[src/hdl/mmdp_pkg.sv]
// Shared constants, types and sizes of the matrix multiply dot product unit.
`default_nettype none
package mmdp_pkg;

  localparam int MAX_N = 64;
  localparam int IDX_W = $clog2(MAX_N);
  localparam int ADDR_W = $clog2(MAX_N * MAX_N);
  localparam int DEPTH = MAX_N * MAX_N;

  localparam int KIND_W = 2;
  localparam int POS_W = 6;
  localparam int N_W = 7;
  localparam int VAL_W = 32;
  localparam int PROD_W = 2 * VAL_W;
  localparam int ACC_W = PROD_W + $clog2(MAX_N);
  localparam int RND_W = ACC_W - 16;

  localparam logic [N_W-1:0] SIZE_RESET = N_W'(64);

  localparam logic [KIND_W-1:0] KIND_WR_A = 2'd0;
  localparam logic [KIND_W-1:0] KIND_WR_B = 2'd1;
  localparam logic [KIND_W-1:0] KIND_CALC = 2'd2;

  localparam int QDEPTH = 4;
  localparam int QPTR_W = $clog2(QDEPTH);
  localparam int QCNT_W = $clog2(QDEPTH + 1);

  typedef struct packed {
    logic [POS_W-1:0] row;
    logic [POS_W-1:0] col;
    logic [N_W-1:0]   n;
    logic             zero;
  } cmd_t;

  typedef struct packed {
    logic busy;
  } back_status_t;

endpackage
`default_nettype wire

[src/hdl/mmdp_queue.sv]
// Short command queue between the front end and the dot product engine.
`default_nettype none
module mmdp_queue (
  input  wire logic          clk,
  input  wire logic          rst_n,
  input  wire logic          push,
  input  wire mmdp_pkg::cmd_t push_data,
  output logic               full,
  input  wire logic          pop,
  output logic               empty,
  output mmdp_pkg::cmd_t     head
);

  mmdp_pkg::cmd_t                    mem_r [mmdp_pkg::QDEPTH];
  logic [mmdp_pkg::QPTR_W-1:0]       wptr_r;
  logic [mmdp_pkg::QPTR_W-1:0]       rptr_r;
  logic [mmdp_pkg::QCNT_W-1:0]       count_r;
  logic                              do_push;
  logic                              do_pop;

  assign full    = (count_r == mmdp_pkg::QCNT_W'(mmdp_pkg::QDEPTH));
  assign empty   = (count_r == '0);
  assign head    = mem_r[rptr_r];
  assign do_push = push && !full;
  assign do_pop  = pop && !empty;

  always_ff @(posedge clk) begin
    if (!rst_n) begin
      wptr_r  <= '0;
      rptr_r  <= '0;
      count_r <= '0;
    end else begin
      if (do_push) begin
        wptr_r <= wptr_r + 1'b1;
      end
      if (do_pop) begin
        rptr_r <= rptr_r + 1'b1;
      end
      if (do_push && !do_pop) begin
        count_r <= count_r + 1'b1;
      end else if (do_pop && !do_push) begin
        count_r <= count_r - 1'b1;
      end
    end
  end

  always_ff @(posedge clk) begin
    if (do_push) begin
      mem_r[wptr_r] <= push_data;
    end
  end

endmodule
`default_nettype wire

[config.mk]
export PLATFORM = sky130hd
export DESIGN_NAME = mmdp_queue
export DESIGN_NICKNAME = d
export VERILOG_FILES = /design/src/hdl/mmdp_pkg.sv /design/src/hdl/mmdp_queue.sv
export SDC_FILE = /design/constraint.sdc
export NUM_CORES = 1
export LEC_CHECK = 0
export BUFFER_PORTS_ARGS = -buffer_cell sky130_fd_sc_hd__buf_4
export CORE_MARGIN = 2
export CORE_UTILIZATION = 30
export CTS_BUF_LIST = sky130_fd_sc_hd__clkbuf_2 sky130_fd_sc_hd__clkbuf_4 sky130_fd_sc_hd__clkbuf_8
export CTS_CLUSTER_SIZE = 25
export DETAILED_ROUTE_END_ITERATION = 6
export GPL_TIMING_DRIVEN = 0
export HOLD_SLACK_MARGIN = 0.08
export MAX_ROUTING_LAYER = met4
export PLACE_DENSITY_LB_ADDON = 0.15
export SETUP_SLACK_MARGIN = 0.4
export SLEW_MARGIN = 30
export SYNTH_ARGS = -nofsm -noshare
export SYNTH_HDL_FRONTEND = slang
export SYNTH_SLANG_ARGS = --single-unit
[constraint.sdc]
create_clock -name clk -period 3 [get_ports clk]
set_input_delay 0.6 -clock clk [delete_from_list [all_inputs] [get_ports clk]]
set_output_delay 0.6 -clock clk [all_outputs]
set_load 0.1 [all_outputs]
==> results.yml <==
synth:
  synth_edf_count: 80
  ys.flop_type: "edfxtp_1"
  async_flop_share_pct: 0
  ys_ff_latch: 89
  ys_types: 23
  netlist_area_sq_um: 3370
  seq_area_frac_synth_pct: 76.7
  yosysWarnings: 0
  syn_inst: 152
  syn-num-nets: 182
  avgSynthCellArea_sq_um: 22.1
worst_setup_path:
  cp.required_ps: 2400
  critPathCaptureType: "output pin"
  reg2regPathDepth: 9
  critical_path.startpoint_type: "flip-flop"
  path_class: "reg2out"
  cp_data_arrival_time_ps: 1850
  cp_max_fo: 10
hold_path:
  hp-class: "in2reg"
  hold_path_depth: 1
final_layout:
  fillers: 986
  n_antenna_cell: 0
  drive_gt1_share_pct: 42.5
  nNetsFinal: 237
  areaGrowthSynthToFinish_pct: 21.2
clocking:
  numClockSinks: 89
  cts_setup_buffers: 0
  clock_latency_ps: 350
  cts_buffer_depth: 2
  hold_buffers: 0
  clockRootBuffer: "clkbuf_8"
  ctsResizeCount: 0
  path_clk_slew_ps: 80
  cts_tree: "done"
  cts_made_buffers: 9
  h-tree-depth: 3
sta:
  min_period_ps: 2450
  fin_setup_tns_ps: 0
  tightestPinTransition_ps: 646
  slew_headroom_pct: 56.9
  finClkSkew_ps: 6.16
  maxSlewViolCount: 0
  setup_viol: 0
  timing.fmax_mhz: 408
  min_period_over_period_pct: 81.7
  rsz0062_at_grt: "false"
  hold_viol: 0
route:
  drt_iter0_markers: 86
  drt_wl_total_um: 5780
  drcViolationCount: 0
  viasPerCell: 4.39
  wl_per_cell_um: 16.4
  dr.pass1.iters: 4
  postRouteAntennaNets: 0
  vias: 1545
floorplan:
  core_region_area_sq_um: 10900
  initial_core_util_pct: 30.9
  fp.dieH_um: 110
  num_io_pins: 46
  die_w_um: 110
  die_area_sq_um: 12100
  num_rows: 38
run_status:
  status: "complete, no violations"
placed_design:
  io_buffers: 44
  hpwl_um: 3480
  place.gp.congestion: 0.660
global_routing:
  antenna_found_initial: 0
  grt_max_degree: 21
  grt_pass1_vias: 1699
  grt.total_usage_pct: 11.1
  grt_pass1_wl_um: 9200
  grt_overflow: 0
job:
  cap_violations: 0
[worst paths after layout]
path / slack [ps] / from / to
max reg2reg: 790 / count_r[0] / count_r[2]
min: 450 / push_data[18] / mem_r[3][18]
max: 550 / flip-flop / head[8]
min reg2reg: 510 / wptr_r[0] / wptr_r[0]
[logic make-up after synthesis]
group | count (synthesis) | share of synthesized area [%]
AND/OR/NAND/NOR | 17 | 3.01
flip-flops | 89 | 76.7
AO/OA/AOI/OAI | 4 | 1.00
XOR/XNOR | 4 | 1.04
multiplexers | 23 | 14.3
buffers and inverters | 9 | 1.49
adder cells (fa/ha/maj) | 6 | 2.45
[layer usage]
metal  share of wire (%)  vias to the layer above  global-route usage (%)
met2                  50                       25                    17.0
met3                 2.8                       10                    2.25
li1                    -                      719                       -
met5                   0                        -                       -
met4                 2.4                        0                    7.05
met1                  44                      791                    13.4
[critical path: stages (launching register included)]
cell and delay [ps]:
dfxtp_1 320, clkbuf_1 500, mux4_2 420, buf_4 250
[cell type report]
type	instances	area [sq um]	share of cell area [%]
flip-flops and latches	89	2580	63.3
multi-input cells	54	749	18.4
repair buffers	44	330	8.10
well taps	140	175	4.30
clock buffers	12	146	3.59
clock inverters	4	43.8	1.07
plain buffers	6	38.8	0.951
inverters	3	11.3	0.276
[cell usage in the layout (no fill, tap or decap)]
cell / count
a21boi_1: 1
and2_1: 4
and2_2: 4
buf_2: 1
buf_4: 46
buf_6: 1
bufinv_16: 1
clkbuf_1: 2
clkbuf_4: 3
clkbuf_8: 9
clkinv_1: 1
clkinv_2: 2
dfxtp_1: 9
edfxtp_1: 80
fa_1: 1
ha_1: 5
inv_1: 3
mux2i_1: 3
mux4_2: 20
nand2_1: 4
nor2b_1: 2
nor3_2: 1
nor3b_4: 1
o21ai_0: 1
o311ai_1: 1
o31ai_2: 1
or3_1: 1
xnor2_1: 3
xor2_1: 1
[sequential cells by signal, summed over array words and instances, names as in the netlist, named ones only]
name	count
rptr_r	2
wptr_r	2
mem_r	80
count_r	3
[Yosys cell counts (all sizes together), types with 2 or more instances]
cell    instances  share of area [%]
ha              5                1.9
clkbuf          2               0.22
nand2           4               0.45
mux2i           3               0.89
xnor2           3               0.78
nor2b           2               0.37
edfxtp         80                 71
mux4           20                 13
inv             3               0.33
buf             4               0.93
and2            8                1.5
dfxtp           9                5.4
[through the flow]
step,util [%],setup slack [ps],cell area [sq um],hold WS (ps),instances
floorplan,-,426,3380,468,152
global placement,35.7,648,3880,480,336
detailed placement,35.7,741,3890,501,336
CTS,37.5,460,4080,429,352
global route,37.5,429,4080,433,352
finish,37.5,550,4080,451,352
Power is not shown: default switching activity piles up to over one toggle a cycle in this logic, so the estimate is an artifact.
