**src/hdl/mmdp_pkg.sv**
```systemverilog
// Shared constants, types and sizes of the matrix multiply dot product unit.
`default_nettype none
package mmdp_pkg;

  localparam int MAX_N = 64;
  localparam int IDX_W = $clog2(MAX_N);
  localparam int ADDR_W = $clog2(MAX_N * MAX_N);
  localparam int DEPTH = MAX_N * MAX_N;

  localparam int KIND_W = 2;
  localparam int POS_W = 6;
  localparam int N_W = 7;
  localparam int VAL_W = 32;
  localparam int PROD_W = 2 * VAL_W;
  localparam int ACC_W = PROD_W + $clog2(MAX_N);
  localparam int RND_W = ACC_W - 16;

  localparam logic [N_W-1:0] SIZE_RESET = N_W'(64);

  localparam logic [KIND_W-1:0] KIND_WR_A = 2'd0;
  localparam logic [KIND_W-1:0] KIND_WR_B = 2'd1;
  localparam logic [KIND_W-1:0] KIND_CALC = 2'd2;

  localparam int QDEPTH = 4;
  localparam int QPTR_W = $clog2(QDEPTH);
  localparam int QCNT_W = $clog2(QDEPTH + 1);

  typedef struct packed {
    logic [POS_W-1:0] row;
    logic [POS_W-1:0] col;
    logic [N_W-1:0]   n;
    logic             zero;
  } cmd_t;

  typedef struct packed {
    logic busy;
  } back_status_t;

endpackage
`default_nettype wire

```
**src/hdl/mmdp_front.sv**
```systemverilog
// Front end: input stage, configuration register, store writes and command issue.
`default_nettype none
module mmdp_front (
  input  wire logic                            clk,
  input  wire logic                            rst_n,
  input  wire logic                            in_push,
  output logic                                 in_full,
  input  wire logic [mmdp_pkg::KIND_W-1:0]     in_kind,
  input  wire logic [mmdp_pkg::POS_W-1:0]      in_row,
  input  wire logic [mmdp_pkg::POS_W-1:0]      in_col,
  input  wire logic signed [mmdp_pkg::VAL_W-1:0] in_value,
  input  wire logic                            cfg_valid,
  output logic                                 cfg_ready,
  input  wire logic [mmdp_pkg::N_W-1:0]        cfg_data,
  input  wire mmdp_pkg::back_status_t          back_st,
  input  wire logic                            q_full,
  input  wire logic                            q_empty,
  output logic                                 q_push,
  output mmdp_pkg::cmd_t                       q_data,
  output logic                                 a_we,
  output logic                                 b_we,
  output logic [mmdp_pkg::ADDR_W-1:0]          w_addr,
  output logic [mmdp_pkg::VAL_W-1:0]           w_data
);

  logic                          fr_v_r;
  logic                          fr_v_nxt;
  logic [mmdp_pkg::KIND_W-1:0]   fr_kind_r;
  logic [mmdp_pkg::POS_W-1:0]    fr_row_r;
  logic [mmdp_pkg::POS_W-1:0]    fr_col_r;
  logic [mmdp_pkg::VAL_W-1:0]    fr_val_r;
  logic [mmdp_pkg::N_W-1:0]      msize_r;
  logic [mmdp_pkg::N_W-1:0]      n_eff;
  logic                          pending;
  logic                          go;
  logic                          in_range;
  logic                          accept;

  assign pending   = !q_empty || back_st.busy;
  assign in_range  = (int'(fr_row_r) < mmdp_pkg::MAX_N) && (int'(fr_col_r) < mmdp_pkg::MAX_N);
  assign n_eff     = (int'(msize_r) < mmdp_pkg::MAX_N) ? msize_r
                                                       : mmdp_pkg::N_W'(mmdp_pkg::MAX_N);
  assign cfg_ready = 1'b1;

  always_comb begin
    case (fr_kind_r) inside
      mmdp_pkg::KIND_WR_A, mmdp_pkg::KIND_WR_B: go = !pending;
      mmdp_pkg::KIND_CALC:                      go = !q_full;
      default:                                  go = 1'b1;
    endcase
  end

  assign in_full  = fr_v_r && !go;
  assign accept   = in_push && !in_full;
  assign fr_v_nxt = accept ? 1'b1 : (go ? 1'b0 : fr_v_r);

  assign a_we   = fr_v_r && go && in_range && (fr_kind_r == mmdp_pkg::KIND_WR_A);
  assign b_we   = fr_v_r && go && in_range && (fr_kind_r == mmdp_pkg::KIND_WR_B);
  assign w_data = fr_val_r;

  always_comb begin
    if (fr_kind_r == mmdp_pkg::KIND_WR_A) begin
      w_addr = mmdp_pkg::ADDR_W'(int'(fr_row_r) * mmdp_pkg::MAX_N + int'(fr_col_r));
    end else begin
      w_addr = mmdp_pkg::ADDR_W'(int'(fr_col_r) * mmdp_pkg::MAX_N + int'(fr_row_r));
    end
  end

  assign q_push      = fr_v_r && go && (fr_kind_r == mmdp_pkg::KIND_CALC);
  assign q_data.row  = fr_row_r;
  assign q_data.col  = fr_col_r;
  assign q_data.n    = n_eff;
  assign q_data.zero = (int'(fr_row_r) >= int'(n_eff)) || (int'(fr_col_r) >= int'(n_eff));

  always_ff @(posedge clk) begin
    if (!rst_n) begin
      fr_v_r  <= 1'b0;
      msize_r <= mmdp_pkg::SIZE_RESET;
    end else begin
      fr_v_r <= fr_v_nxt;
      if (cfg_valid) begin
        msize_r <= cfg_data;
      end
    end
  end

  always_ff @(posedge clk) begin
    if (accept) begin
      fr_kind_r <= in_kind;
      fr_row_r  <= in_row;
      fr_col_r  <= in_col;
      fr_val_r  <= in_value;
    end
  end

endmodule
`default_nettype wire

```
**config.mk**
```make
export PLATFORM = sky130hd
export DESIGN_NAME = mmdp_front
export DESIGN_NICKNAME = d
export VERILOG_FILES = /design/src/hdl/mmdp_pkg.sv /design/src/hdl/mmdp_front.sv
export SDC_FILE = /design/constraint.sdc
export NUM_CORES = 1
export LEC_CHECK = 0
export ABC_AREA = 1
export BUFFER_PORTS_ARGS = -buffer_cell sky130_fd_sc_hd__buf_2
export CORE_MARGIN = 5
export CORE_UTILIZATION = 44
export DETAILED_ROUTE_END_ITERATION = 12
export GPL_ROUTABILITY_DRIVEN = 0
export PLACE_DENSITY = 0.8
export SLEW_MARGIN = 20
export SYNTH_ARGS = -nofsm -noshare
export SYNTH_HDL_FRONTEND = slang
export SYNTH_SLANG_ARGS = --single-unit
```
**constraint.sdc**
```tcl
create_clock -name clk -period 3.34 [get_ports clk]
set_clock_uncertainty 0.15 [all_clocks]
set_input_delay 0.334 -clock clk [delete_from_list [all_inputs] [get_ports clk]]
set_output_delay 0.334 -clock clk [all_outputs]
set_load 0.01 [all_outputs]
```
==> flow_summary.ini, run 1 <==
[yosys]
synth_edf_count = 46
mappedNetlistArea_um2 = 2270
synth_xor_area_frac = 0
syn_nets = 263
synthArstFlopShare = 0
synth_fa_ha_area_frac = 0.0663
postSynthRegisterBits = 54
synthDistinctLibCells = 21
yosysSeqAreaShare = 0.680
avgSynthCellArea_um2 = 11.9
synthSimpleGateAreaFrac = 0.122
synth_top_area_share = 0.610
synth_mux_area_frac = 0
synth_warnings = 0
yosysMostFrequentCell = edfxtp_1
synth-compound-area-share = 0.0652
synth_area_leaders = edfxtp_1 (61%), dfxtp_1 (7.1%), ha_1 (6.6%)
synth_commonest_cells = edfxtp_1 (46), nand2_1 (39), inv_1 (27)
synth_top_family_by_area = simple AND/OR/NAND/NOR gates
syn_inst = 191
synthFlopType = edfxtp_1
yosysTopAreaCell = edfxtp_1

[placed_design]
portBuffers = 127
dp_slack_ns = 1.14
placed_area_um2 = 2970
dp_hpwl_um = 4350

[timing]
finalSetupTns_ns = 0
finalCriticalPeriod_ns = 2.39
grt_setup_unrepaired = no
relSlewSlack = 0.487
hold_viol_final = 0
fmax_mhz = 419
slew_viol_final = 0
worst_pin_slew_ns = 0.767
setup_viol = 0
worst_slack_ns = 0.951
finalCritPeriodShare = 0.715

[routing]
wl_per_cell_um = 13.3
routed_via_density = 4.39
dr_total_vias = 1729
drt_iter0_markers = 34
drc_errors = 0
ant_nets = 0
drt-pass1-iter-count = 4
wirelength_um = 5260

[critical_path]
crit_type = register to output pin
cp_max_fo = 8
startpoint_type = register
cp_data_required_time_ns = 2.86
endpoint_kind = output pin
crit_arrival_ns = 1.91

[cells_and_area]
fin_area_um2 = 3080
final_layout_size_suffix_gt1_frac = 0.457
syn2layout_area_growth_pct = 36.0
nNetsFinal = 395
n_antenna_cell = 0

[job]
drv_cap = 0

[floorplan]
die_x_um = 81.8
fp.dieArea_um2 = 6680
rows = 26
fp.dieH_um = 81.8
io_pins = 129
start_util = 0.449
coreArea_um2 = 5040

[worst_hold_path]
min_path_type = primary input to register

[pwr]
peakVddDrop_v = 0.000319
p_per_area_nw_per_um2 = 460
power.leakage_nw = 1.53

[clock_network]
cts_root_buf = clkbuf_8
clkTransAtPathRegs_ns = 0.09
cts_tree = built
holdBufCountCts = 0
cts_buffers = 5
cts.sinks = 54
cts_resized = 0
clk-insertion-delay-late_ns = 0.30
cts_setup_buffers = 0
h-tree-depth = 2
clockBufferDepth = 2

[global_route]
grt.total_usage = 0.160
grt_pass1_wl_um = 7810
grt_overflow = 0
grt_max_degree = 30
antenna_found_initial = 1
grt_pass1_vias = 1710

[status]
status = complete, no violations
[kinds of logic after synthesis]
group | Yosys count
and+or+nand+nor | 67
DFF | 54
buffers and inverters | 33
AOI/OAI and AO/OA | 24
other | 1
adders and majority gates | 12
[where the power goes]
| part | switching (mW) | internal (mW) | leakage (nW) |
|---|---|---|---|
| Combinational | 0.116 | 0.0864 | 0.963 |
| Clock | 0.193 | 0.223 | 0.0514 |
| Sequential | 0.0194 | 0.780 | 0.512 |
| Total | 0.329 | 1.09 | 1.53 |
[metrics by stage]
step,hold WS (ns),std cells,utilization,total power [mW]
CTS,0.0468,394,0.611,1.44
global route,0.0310,394,0.611,1.50
detailed placement,0.314,386,0.589,1.02
floorplan,0.283,191,-,0.918
finish,0.0569,394,0.611,1.42
global placement,0.310,386,0.589,1.02
[placed cells by master (no fill, tap or decap), types with 2 or more instances in the layout]
cell type,n
inv_1,27
buf_4,2
o21ai_2,5
nor2_1,17
a21oi_1,3
edfxtp_1,46
inv_2,2
nand2_2,2
o21ai_0,14
nand3_1,3
ha_1,12
nor3_1,3
buf_2,127
nand2_1,39
clkbuf_8,5
nor2_4,2
dfxtp_1,8
[path summary, 6_finish.rpt]
kind,startpoint,to,slack [ns],cells past startpoint
worst max-delay path,msize_r[6],q_data[0],0.95,8
worst min-delay path,in_row[0],fr_row_r[0],0.06,1
worst max register to register,fr_kind_r[1],w_data[22],1.16,6
worst min register to register,msize_r[0],msize_r[0],0.32,2
[layout make-up]
type / count / area (um^2)
fillers: 411 / 1960
well taps: 70 / 87.6
clock buffers: 6 / 72.6
inverters: 29 / 109
repair buffers: 129 / 651
clock inverters: 2 / 37.5
flip-flops and latches: 54 / 1540
multi-input cells: 104 / 583
[flip-flops by register name, summed over array words and instances (netlist names)]
name	flops
fr_kind_r	2
fr_col_r	6
fr_v_r	1
w_data	32
fr_row_r	6
msize_r	7
[critical path, cell delays in order, from the launching register on]
cell and delay (ns):
dfxtp_1 0.38, inv_1 0.22, nand2_1 0.16, ha_1 0.33
a21oi_1 0.12, o21ai_0 0.11, nand2_1 0.07, nand3_1 0.08
buf_2 0.15
[per-layer routing]
metal | part of all wire | global-route usage
met1 | 0.34 | 0.159
met3 | 0.16 | 0.0998
met2 | 0.49 | 0.269
met5 | 0.0025 | 0
met4 | 0.011 | 0.0598
(Power assumes the default switching activity.)
==> run 2, diff against run 1 <==
Clock period 3.34 ns to 2.5 ns, I/O delays scaled along.
==> run 2 against run 1 <==
Register-to-register slack worse by 0.45 ns. Flip-flop and latch count unchanged. First-iteration DRC count rose to 2.9 times the previous value. Global-route usage up 4.4 points. Worst setup slack worse by 0.65 ns. Non-clock buffer count up 45. Combinational power up 66%. Sequential power up 34%. Clock-buffer cell count down 1. Utilization up 8.8 points. Cell count up 11%. Hold slack worse by 0.034 ns. Largest power group unchanged.
==> flow_summary.ini, run 2 (same netlist as run 1, synthesis figures left out) <==
[routing]
wirelength_um = 6530
routed_via_density = 4.58
drt-pass1-iter-count = 5
wl_per_cell_um = 14.9
drt_iter0_markers = 100
dr_total_vias = 2005
ant_nets = 0
drc_errors = 0

[pwr]
clock_power_share = 0.256
internal_power_mw = 1.41
combPwrFrac = 0.178
p_per_area_nw_per_um2 = 537
pwr-share-seq = 0.566
power.leakage_nw = 1.71
sw_frac_of_total = 0.257
p_switching_uw = 487
peakVddDrop_v = 0.000388

[critical_path]
startpoint_type = register
crit_arrival_ns = 1.80
r2r_start = fr_kind_r[1]
cp_max_fo = 8
r2r_cells = 6
ff2ff_setup_slack_ns = 0.71
crit_type = register to output pin
r2r-end = w_data[10]
endpoint_kind = output pin
cp_data_required_time_ns = 2.10

[timing]
finalCritPeriodShare = 0.881
finalSetupTns_ns = 0
slew_viol_final = 0
finalCriticalPeriod_ns = 2.20
hold_viol_final = 0
fmax_mhz = 454
setup_viol = 0
grt_setup_unrepaired = no

[floorplan]
io_pins = 129
die_x_um = 81.8
coreArea_um2 = 5040
fp.dieArea_um2 = 6680
rows = 26
start_util = 0.449
fp.dieH_um = 81.8

[worst_hold_path]
whs_path_depth = 3
min_path_type = primary input to register
hold_end = msize_r[6]
min_from = cfg_data[6]

[cells_and_area]
syn2layout_area_growth_pct = 55.5
final_layout_size_suffix_gt1_frac = 0.402
final_common_cell = buf_2
n_antenna_cell = 0
final_cell_mix = buf_2 (127), edfxtp_1 (46), dlygate4sd3_1 (46)
largest_reg_flops = 32
stdcell_count = 438
nNetsFinal = 440
fin_area_um2 = 3520
fin_util = 0.699

[job]
drv_cap = 0

[clock_network]
clk-insertion-delay-late_ns = 0.29
cts_root_buf = clkbuf_8
clockBufferDepth = 2
cts.sinks = 54
clkTransAtPathRegs_ns = 0.10
cts_setup_buffers = 0
h-tree-depth = 2
cts_buffers = 5
cts_tree = built

[status]
status = complete, no violations

[global_route]
grt_pass1_vias = 2076
grt_overflow = 0
grt_max_degree = 42
grt_pass1_wl_um = 10100
grt.total_usage = 0.204
antenna_found_initial = 0

[placed_design]
dp_hpwl_um = 4310
placed_area_um2 = 2980
portBuffers = 127
dp_cells = 385
run 2: cell types whose count changed in the layout (fill, tap and decap cells not counted), sizes merged:
cell and change:
clkbuf -1, clkinvlp -1, buf -1, dlygate4sd3 +46, inv +2, bufinv -1
run 2: worst max-delay path: stages (launching register included):
cell and delay, ns:
dfxtp_1 0.38, inv_2 0.14, nand2_1 0.11, ha_1 0.32, nand2_1 0.08, nand2_1 0.05, nand2_1 0.05, nand2_1 0.04
nor2_1 0.10, nand3_1 0.09, buf_2 0.15
run 2: timing repair:
item / in CTS / in global routing
resized for setup: 0 / 1
endpoints found under the setup margin: 0 / 1
hold buffers: 46 / 0
hold endpoints to repair: 46 / 0
run 2: metal layers:
metal  track usage  wire [um]
met1         0.245       2500
met2         0.357       3380
met3        0.0691        615
met4        0.0399         29
met5             0          0
run 2: final cells by class:
type                       instances  area [um^2]
clock inverter                     2         17.5
multi-input combinational        104          583
timing repair buffer             174         1120
clock buffer                       5         68.8
inverter                          29          109
sequential                        54         1540
fill                             367         1520
tap                               70         87.6
run 2: how the worst max path moves through the flow:
stage / depth (start not counted) / endpoint / startpoint
3_3_place_gp: 10 / q_data[0] / msize_r[6]
2_1_floorplan: 5 / fr_col_r[0] / fr_kind_r[1]
4_1_cts: 10 / q_data[0] / msize_r[6]
5_1_grt: 10 / q_data[0] / msize_r[6]
3_5_place_dp: 10 / q_data[0] / msize_r[6]
6_report: 10 / q_data[0] / msize_r[6]
run 2: power groups by stage:
stage	combinational (mW)	sequential, mW	clock, mW
after global placement	0.272	1.09	0
final	0.337	1.07	0.484
after CTS	0.334	1.07	0.490
after detailed placement	0.278	1.09	0
after global routing	0.374	1.08	0.548
after floorplan	0.117	1.11	0
run 2: through the flow:
step | hold WS (ns) | total power, mW | setup WS [ns]
2_1_floorplan | 0.199 | 1.23 | 0.477
3_3_place_gp | 0.276 | 1.36 | 0.621
3_5_place_dp | 0.278 | 1.37 | 0.541
4_1_cts | 0.0167 | 1.89 | 0.199
5_1_grt | 0.0344 | 2.00 | 0.122
6_report | 0.0233 | 1.89 | 0.296
==> run 3, diff against run 2 <==
Settings changed: RECOVER_POWER set to 100.
==> run 3 against run 2 <==
Routed wire length is 0.18% higher. Global-route usage stayed put. Design area is 3.0% lower. Largest power group unchanged. Highest routed layer unchanged. Largest cell class unchanged. Critical path type unchanged. Clock-buffer cell count stayed put. Critical path depth is 6 lower. Via count is 0.45% higher. Cell count stayed put. Fmax is 3.3% lower. Flip-flop and latch count stayed put. Total power is 1.2% lower. Clock power hardly changed. Sequential share of layout area is 1.4 points higher.
==> flow_summary.ini, run 3 (same netlist as run 1, synthesis figures left out) <==
[floorplan]
die_x_um = 81.8
fp.dieH_um = 81.8
coreArea_um2 = 5040
rows = 26
io_pins = 129
fp.dieArea_um2 = 6680
start_util = 0.449

[routing]
wl_per_cell_um = 14.9
drt-pass1-iter-count = 4
wirelength_um = 6540
drc_errors = 0
drt_iter0_markers = 96
routed_via_density = 4.60
dr_total_vias = 2014
ant_nets = 0

[cells_and_area]
final_layout_size_suffix_gt1_frac = 0.196
final_cell_mix = clkbuf_1 (73), buf_2 (54), edfxtp_1 (46), dlygate4sd3_1 (46), nand2_1 (40)
syn2layout_area_growth_pct = 50.8
n_fill_cell = 423
final_common_cell = clkbuf_1
n_antenna_cell = 0
largest_reg_flops = 32
nNetsFinal = 440

[timing]
hold_viol_final = 0
slew_viol_final = 0
fmax_mhz = 439
worst_pin_slew_ns = 0.670
finalCriticalPeriod_ns = 2.28
finalSetupTns_ns = 0
setup_viol = 0
grt_setup_unrepaired = no
hold_slack_ns = 0.0244
relSlewSlack = 0.552
finalCritPeriodShare = 0.911

[critical_path]
cp_max_fo = 15
crit_arrival_ns = 1.88
r2r-end = w_data[15]
crit_type = register to output pin
worst-path-buf-inv = 2
endpoint_kind = output pin
startpoint_type = register
critPathCapture = w_addr[7]
crit_path_start = fr_kind_r[1]
ff2ff_setup_slack_ns = 0.38
cp_slowest_cell = nor2_2
max_stage_delay_ns = 0.50
crit_family = simple AND/OR/NAND/NOR gates
crit_cells = 4
r2r_start = fr_kind_r[1]
cp_data_required_time_ns = 2.10
r2r_cells = 6
path_cells = nor2_2 > inv_2 > o21ai_2 > clkbuf_1

[global_route]
grt_pass1_wl_um = 10100
grt_pass1_vias = 2076
grt.total_usage = 0.204
grt_max_degree = 42
antenna_found_initial = 0
grt_overflow = 0

[clock_network]
clk-insertion-delay-late_ns = 0.29
cts.sinks = 54
cts_buffers = 5
clkTransAtPathRegs_ns = 0.09
cts_root_buf = clkbuf_8
cts_tree = built
h-tree-depth = 2
clockBufferDepth = 2

[status]
status = complete, no violations

[worst_hold_path]
min_path_type = primary input to register
min_from = cfg_data[6]

[job]
drv_cap = 0

[placed_design]
portBuffers = 127
dp_hpwl_um = 4310

[pwr]
p_per_area_nw_per_um2 = 548
power.leakage_nw = 1.49
peakVddDrop_v = 0.000386
==> run 3: cell types whose count changed in the layout (fill, tap and decap cells not counted), sizes merged <==
cell and delta:
clkbuf +73, buf -73
==> run 3: power breakdown <==
part / internal [mW] / switching (mW)
clock network: 0.200 / 0.283
registers: 1.04 / 0.0305
logic: 0.144 / 0.172
total: 1.39 / 0.486
==> run 3: worst min-delay path by stage <==
stage	endpoint	slack, ns	depth (start not counted)
6_report	msize_r[6]	0.02	3
5_1_grt	msize_r[3]	0.03	3
4_1_cts	msize_r[1]	0.02	3
3_5_place_dp	fr_kind_r[1]	0.28	1
3_3_place_gp	w_data[19]	0.28	1
2_1_floorplan	msize_r[6]	0.20	1
==> run 3: timing repair <==
item	in CTS	in global routing
endpoints found under the setup margin	0	1
hold buffers	46	0
buffers inserted	0	0
hold endpoints to repair	46	0
gates resized for setup	0	1
==> run 3: worst reg2reg max path: stages, from the launching register on <==
cell	delay [ns]
edfxtp_1	0.46
nand3_1	0.16
nand2_1	0.06
nand2_1	0.09
inv_1	0.06
nor2_1	0.51
buf_12	0.31
==> run 3: routing by layer <==
metal / share of wire / vias to the layer above / track usage
met5: 0 / - / 0
met4: 0.0044 / 0 / 0.0399
met3: 0.098 / 2 / 0.0691
met2: 0.51 / 98 / 0.357
met1: 0.38 / 926 / 0.245
li1: - / 988 / -
==> run 3: area by class of cell <==
type	count	area [um^2]	share of cell area
Sequential cell	54	1540	0.451
Timing Repair Buffer	174	1020	0.300
Multi-Input combinational cell	104	568	0.166
Inverter	29	109	0.0319
Tap cell	70	87.6	0.0256
Clock buffer	5	68.8	0.0201
Clock inverter	2	17.5	0.00513
==> run 3: stage by stage <==
| step | util | power, mW | area [um^2] | worst slack (ns) | instances |
|---|---|---|---|---|---|
| after floorplan | - | 1.23 | 2270 | 0.477 | 191 |
| after global placement | 0.590 | 1.36 | 2980 | 0.621 | 385 |
| after detailed placement | 0.590 | 1.37 | 2980 | 0.541 | 385 |
| after CTS | 0.699 | 1.89 | 3520 | 0.199 | 438 |
| after global routing | 0.678 | 1.98 | 3420 | 0.0642 | 438 |
| final | 0.678 | 1.87 | 3420 | 0.222 | 438 |
